`src/hw/rtl/rrtt_pkg.sv`:
```
// Shared types and constants of the request retry/timeout table.
`default_nettype none

package rrtt_pkg;

  localparam int unsigned DEPTH_DEFAULT     = 1024;
  localparam int unsigned TIME_BITS_DEFAULT = 48;

  localparam int unsigned ID_W      = 10;
  localparam int unsigned NOW_W     = 48;
  localparam int unsigned TC_W      = 11;
  localparam int unsigned RETRY_W   = 5;
  localparam int unsigned MAXR_W    = 4;
  localparam int unsigned CFG_W     = 32;
  localparam int unsigned PADDR_W   = 4;
  localparam int unsigned IN_DATA_W  = 64;
  localparam int unsigned OUT_DATA_W = 32;

  // output tdata layout
  localparam int unsigned OUT_TIDX_LSB  = 10;
  localparam int unsigned OUT_RETRY_LSB = 20;

  localparam logic [CFG_W-1:0]   BASE_TIMEOUT_RST   = 32'd20000;
  localparam logic [CFG_W-1:0]   MAX_TIMEOUT_RST    = 32'd500000;
  localparam logic [MAXR_W-1:0]  MAX_RETRIES_RST    = 4'd3;
  localparam logic [TC_W-1:0]    TEMPLATE_COUNT_RST = 11'd1024;

  typedef enum logic [1:0] {
    FUNC_ISSUE    = 2'd0,
    FUNC_COMPLETE = 2'd1,
    FUNC_CHECK    = 2'd2
  } func_e;

  typedef enum logic [1:0] {
    ACT_NONE    = 2'd0,
    ACT_RESEND  = 2'd1,
    ACT_TIMEOUT = 2'd2,
    ACT_DROP    = 2'd3
  } action_e;

  typedef enum logic [1:0] {
    REG_BASE_TIMEOUT   = 2'd0,
    REG_MAX_TIMEOUT    = 2'd1,
    REG_MAX_RETRIES    = 2'd2,
    REG_TEMPLATE_COUNT = 2'd3
  } reg_e;

endpackage

`default_nettype wire

```
`src/hw/rtl/rrtt_mod.sv`:
```
// Iterative remainder unit: request id modulo template count.
`default_nettype none

module rrtt_mod (
  input  wire logic                        clk_i,
  input  wire logic                        rst_ni,
  input  wire logic                        start_i,
  input  wire logic [rrtt_pkg::ID_W-1:0]   dividend_i,
  input  wire logic [rrtt_pkg::TC_W-1:0]   divisor_i,
  output logic      [rrtt_pkg::ID_W-1:0]   rem_o
);

  localparam int unsigned BITS_PER_CYCLE = 5;
  localparam int unsigned NUM_CYCLES = rrtt_pkg::ID_W / BITS_PER_CYCLE;
  localparam int unsigned CNT_W = $clog2(NUM_CYCLES + 1);

  logic [CNT_W-1:0]              cnt_q, cnt_d;
  logic [rrtt_pkg::ID_W-1:0]     dvd_q, dvd_d;
  logic [rrtt_pkg::TC_W-1:0]     dvs_q;
  logic [rrtt_pkg::TC_W:0]       rem_q, rem_d;

  // restoring division, several quotient bits per cycle; the remainder
  // stays below the divisor, a zero divisor is forced to zero at the output
  always_comb begin
    logic [rrtt_pkg::TC_W:0]   r;
    logic [rrtt_pkg::ID_W-1:0] d;
    r = rem_q;
    d = dvd_q;
    for (int i = 0; i < BITS_PER_CYCLE; i++) begin
      r = {r[rrtt_pkg::TC_W-1:0], d[rrtt_pkg::ID_W-1]};
      d = {d[rrtt_pkg::ID_W-2:0], 1'b0};
      if (r >= {1'b0, dvs_q}) begin
        r = r - {1'b0, dvs_q};
      end
    end
    rem_d = r;
    dvd_d = d;
    cnt_d = cnt_q - CNT_W'(1);
  end

  always_ff @(posedge clk_i or negedge rst_ni) begin
    if (!rst_ni) begin
      cnt_q <= '0;
    end else if (start_i) begin
      cnt_q <= CNT_W'(NUM_CYCLES);
    end else if (cnt_q != '0) begin
      cnt_q <= cnt_d;
    end
  end

  always_ff @(posedge clk_i) begin
    if (start_i) begin
      dvd_q <= dividend_i;
      dvs_q <= divisor_i;
      rem_q <= '0;
    end else if (cnt_q != '0) begin
      dvd_q <= dvd_d;
      rem_q <= rem_d;
    end
  end

  assign rem_o = (dvs_q == '0) ? '0 : rem_q[rrtt_pkg::ID_W-1:0];

endmodule

`default_nettype wire

```
`config.mk`:
```
export PLATFORM = sky130hd
export DESIGN_NAME = rrtt_mod
export DESIGN_NICKNAME = d
export VERILOG_FILES = /design/src/hw/rtl/rrtt_pkg.sv /design/src/hw/rtl/rrtt_mod.sv
export SDC_FILE = /design/constraint.sdc
export NUM_CORES = 1
export LEC_CHECK = 0
export BUFFER_PORTS_ARGS = -buffer_cell sky130_fd_sc_hd__clkbuf_2
export CAP_MARGIN = 20
export CORE_AREA = 10 10 127 106
export CTS_BUF_LIST = sky130_fd_sc_hd__clkbuf_8
export CTS_CLUSTER_SIZE = 30
export DETAILED_ROUTE_END_ITERATION = 12
export DIE_AREA = 0 0 137 116
export PLACE_DENSITY_LB_ADDON = 0.2
export SYNTH_ARGS = -nofsm -noshare
export SYNTH_HDL_FRONTEND = slang
export SYNTH_SLANG_ARGS = --single-unit
```
`constraint.sdc`:
```
create_clock -name clk_i -period 20.4 [get_ports clk_i]
set_clock_uncertainty 0.15 [all_clocks]
set_input_delay 4.08 -clock clk_i [delete_from_list [all_inputs] [get_ports clk_i]]
set_output_delay 4.08 -clock clk_i [all_outputs]
set_load 0.01 [all_outputs]
```
==> results.md <==
- Status: finished, final reports clean
- Clock sinks: 34
- Worst Path Required: 20.44 ns
- Most prevalent standard cell on the critical path: a21oi_1
- Post-Layout Cell Count: 741
- #FFs+latches synth: 34
- Yosys top cell area share: 14.5%
- Gr usage total: 17.5%
- DP Area: 5130 um2
- Die width: 137 um
- Number of max-cap violations: 0
- DRT antenna net count: 0
- Post-Synth Adder-Cell Area: 16.5%
- Vert. Die Dim: 116 um
- Vias in the first global route: 4261
- Setup Fix Bufs, Post-CTS: 0
- Core Box Area: 10800 um2
- Critical Path AT: 11.49 ns
- WHS: 0.346 ns
- Async set-reset flop share out of synthesis: 5.88%
- Slew @ Worst Pin: 1.05 ns
- Number of synthesized flops with an enable pin: 21
- Crit path buffers/inverters: 1
- Synth Area per Inst: 8.54 um2
- Crit-path max cell delay: 0.56 ns
- Worst-skew pair later-pin latency: 0.28 ns
- Via Count: 4450
- H-tree depth: 2
- Number of fill cells: 1034
- Detailed Route Iter0 Violations: 433
- Remaining global-route overflow: 0
- Largest net degree at the start of global routing: 34
- Final period utilization: 56.1%
- Routed WL: 14.1 mm
- Final Instance Area: 5220 um2
- # IOs: 34
- Gate Count Post-Synth: 567
- Total die area: 15900 um2
- Setup-failing EPs final: 0
- Crit. End Element: flip-flop
- Proportion of layout cells with a drive suffix above 1: 15.2%
- First-pass GRT wire length: 22.3 mm
- Combinational family with the most area after synthesis: compound AO/OA/AOI/OAI gates
- Ys flop type: edfxtp_1
- CTS root buf: clkbuf_8
- CP max-delay cell: edfxtp_1
- Number of remaining DRC errors: 0
- Cell Area, Synth: 4840 um2
- Site Rows: 34
- Count of pins over their slew limit: 0
- Fin nets: 681
- Distinct cells, synth: 72
- Worst min path class: flip-flop to flip-flop
- Port Buffers: 33
- Most common cell in the netlist: ha_1
- RePlAce Congestion: 0.955
- WS Path Type: flip-flop to flip-flop
- Critical path startpoint category: flip-flop
- Multiplexer area fraction after synthesis: 10.3%
- Number of diodes: 0
- Area Overhead vs Synth: 7.81%
- Via density: 6.01
- Initial antenna violation count: 0
- Cts bufs inserted: 5
- Syn nets: 652
- Register area: 901 um2
- Drt pass-1 iters: 5
- Critical path fanouts, max: 27
- Yosys warns: 0
- Final min period: 11.45 ns
- Placed insts: 733
- Synth top cells by count: ha_1 (56), inv_1 (50), a21oi_1 (48)
- RSZ-0062 raised after global routing: no
- Clock tree buffer depth: 2
- Synth Area in XOR/XNOR: 5.61%
- Reg clk slew, reported paths: 0.07 ns
- WL/cell: 19.0 um
- Synth Area in Simple Gates: 16.9%
- Post-DP HPWL: 11.3 mm
- Compound-Gate Fraction of Synth Area: 26.3%
- Delay-heaviest family, CP: compound AO/OA/AOI/OAI gates
- CTS tree: done
- Synth area leaders: ha_1 (14%), edfxtp_1 (13%), mux2i_1 (5.4%), a21oi_1 (5.0%), mux2_2 (4.9%)
- Setup TNS: 0 ns
- Initial Util: 44.8%
- Leading area contributor after synthesis: ha_1
- F_max: 87.3 MHz
- # resized after CTS: 0
- Final hold vios: 0
- Cts hold-fix bufs: 0
- Sequential area share after synthesis: 18.6%
- Slew HR: 29.3%
- Area of the multi-input gates: 3660 um2
==> through the flow <==
step           util [%]  setup slack, ns
3_3_place_gp       47.5             9.45
6_report           48.3             8.95
2_1_floorplan         -            10.29
4_1_cts            48.3             9.05
5_1_grt            48.3             8.08
3_5_place_dp       47.5             9.12
==> area by class of cell <==
type	count	share of cell area, %
multi-input cells	467	70.1
repair buffers	37	3.74
flip-flops and latches	34	17.3
well taps	144	3.45
clock inverters	2	0.144
clock buffers	6	1.58
inverters	51	3.67
==> state kept, by name, summed over array words and instances (netlist names) <==
signal and flops:
rem_q 11, dvs_q 11, dvd_q 10, cnt_q 2
==> final timing paths <==
| check | slack, ns | from | depth (start not counted) | end |
|---|---|---|---|---|
| max | 8.95 | dvs_q[0] | 42 | rem_q[3] |
| min | 0.35 | rem_q[10] | 2 | rem_q[10] |
| max reg2reg | 8.95 | dvs_q[0] | 42 | rem_q[3] |
| min reg2reg | 0.35 | rem_q[10] | 2 | rem_q[10] |
| max in group asynchronous | 16.56 | rst_ni | 1 | cnt_q[0] |
| min in group asynchronous | 3.43 | rst_ni | 1 | cnt_q[1] |
==> cell families (layout without fill, tap and decap cells) <==
logic type               after synthesis  in the layout
XOR/XNOR                              31             31
AO/OA/AOI/OAI                        172            172
multiplexers                          47             47
adder cells (fa/ha/maj)               61             61
AND/OR/NAND/NOR                      156            156
buffers and inverters                 66             96
flip-flops                            34             34
==> layout by cell type (no fill, tap or decap), types with 15 or more instances in the layout <==
master | Yosys | layout
a21oi_1 | 48 | 48
edfxtp_1 | 21 | 21
mux2i_1 | 26 | 26
inv_1 | 50 | 50
ha_1 | 56 | 56
nand3_1 | 17 | 17
a21o_1 | 15 | 15
xnor2_1 | 19 | 19
mux2_2 | 21 | 21
nor2_1 | 35 | 35
nand2_1 | 18 | 18
nor3_1 | 23 | 23
clkbuf_2 | 0 | 33
o21ai_0 | 25 | 25
==> worst min-delay path, cell delays in order, from the launching register on <==
cell      delay (ns)
dfxtp_1         0.32
inv_1           0.07
a221oi_2        0.06
==> layer usage <==
| layer | vias up | GRT usage [%] | part of all wire, % | wire length [um] |
|---|---|---|---|---|
| met2 | 174 | 26.0 | 43 | 5990 |
| li1 | 2204 | - | - | - |
| met4 | 0 | 3.65 | 1.4 | 201 |
| met1 | 2055 | 25.1 | 48 | 6800 |
| met3 | 17 | 3.81 | 7.7 | 1080 |
| met5 | - | 0 | 0 | 0 |
Power is not shown: default switching activity piles up to over one toggle a cycle in this logic, so the estimate is an artifact.
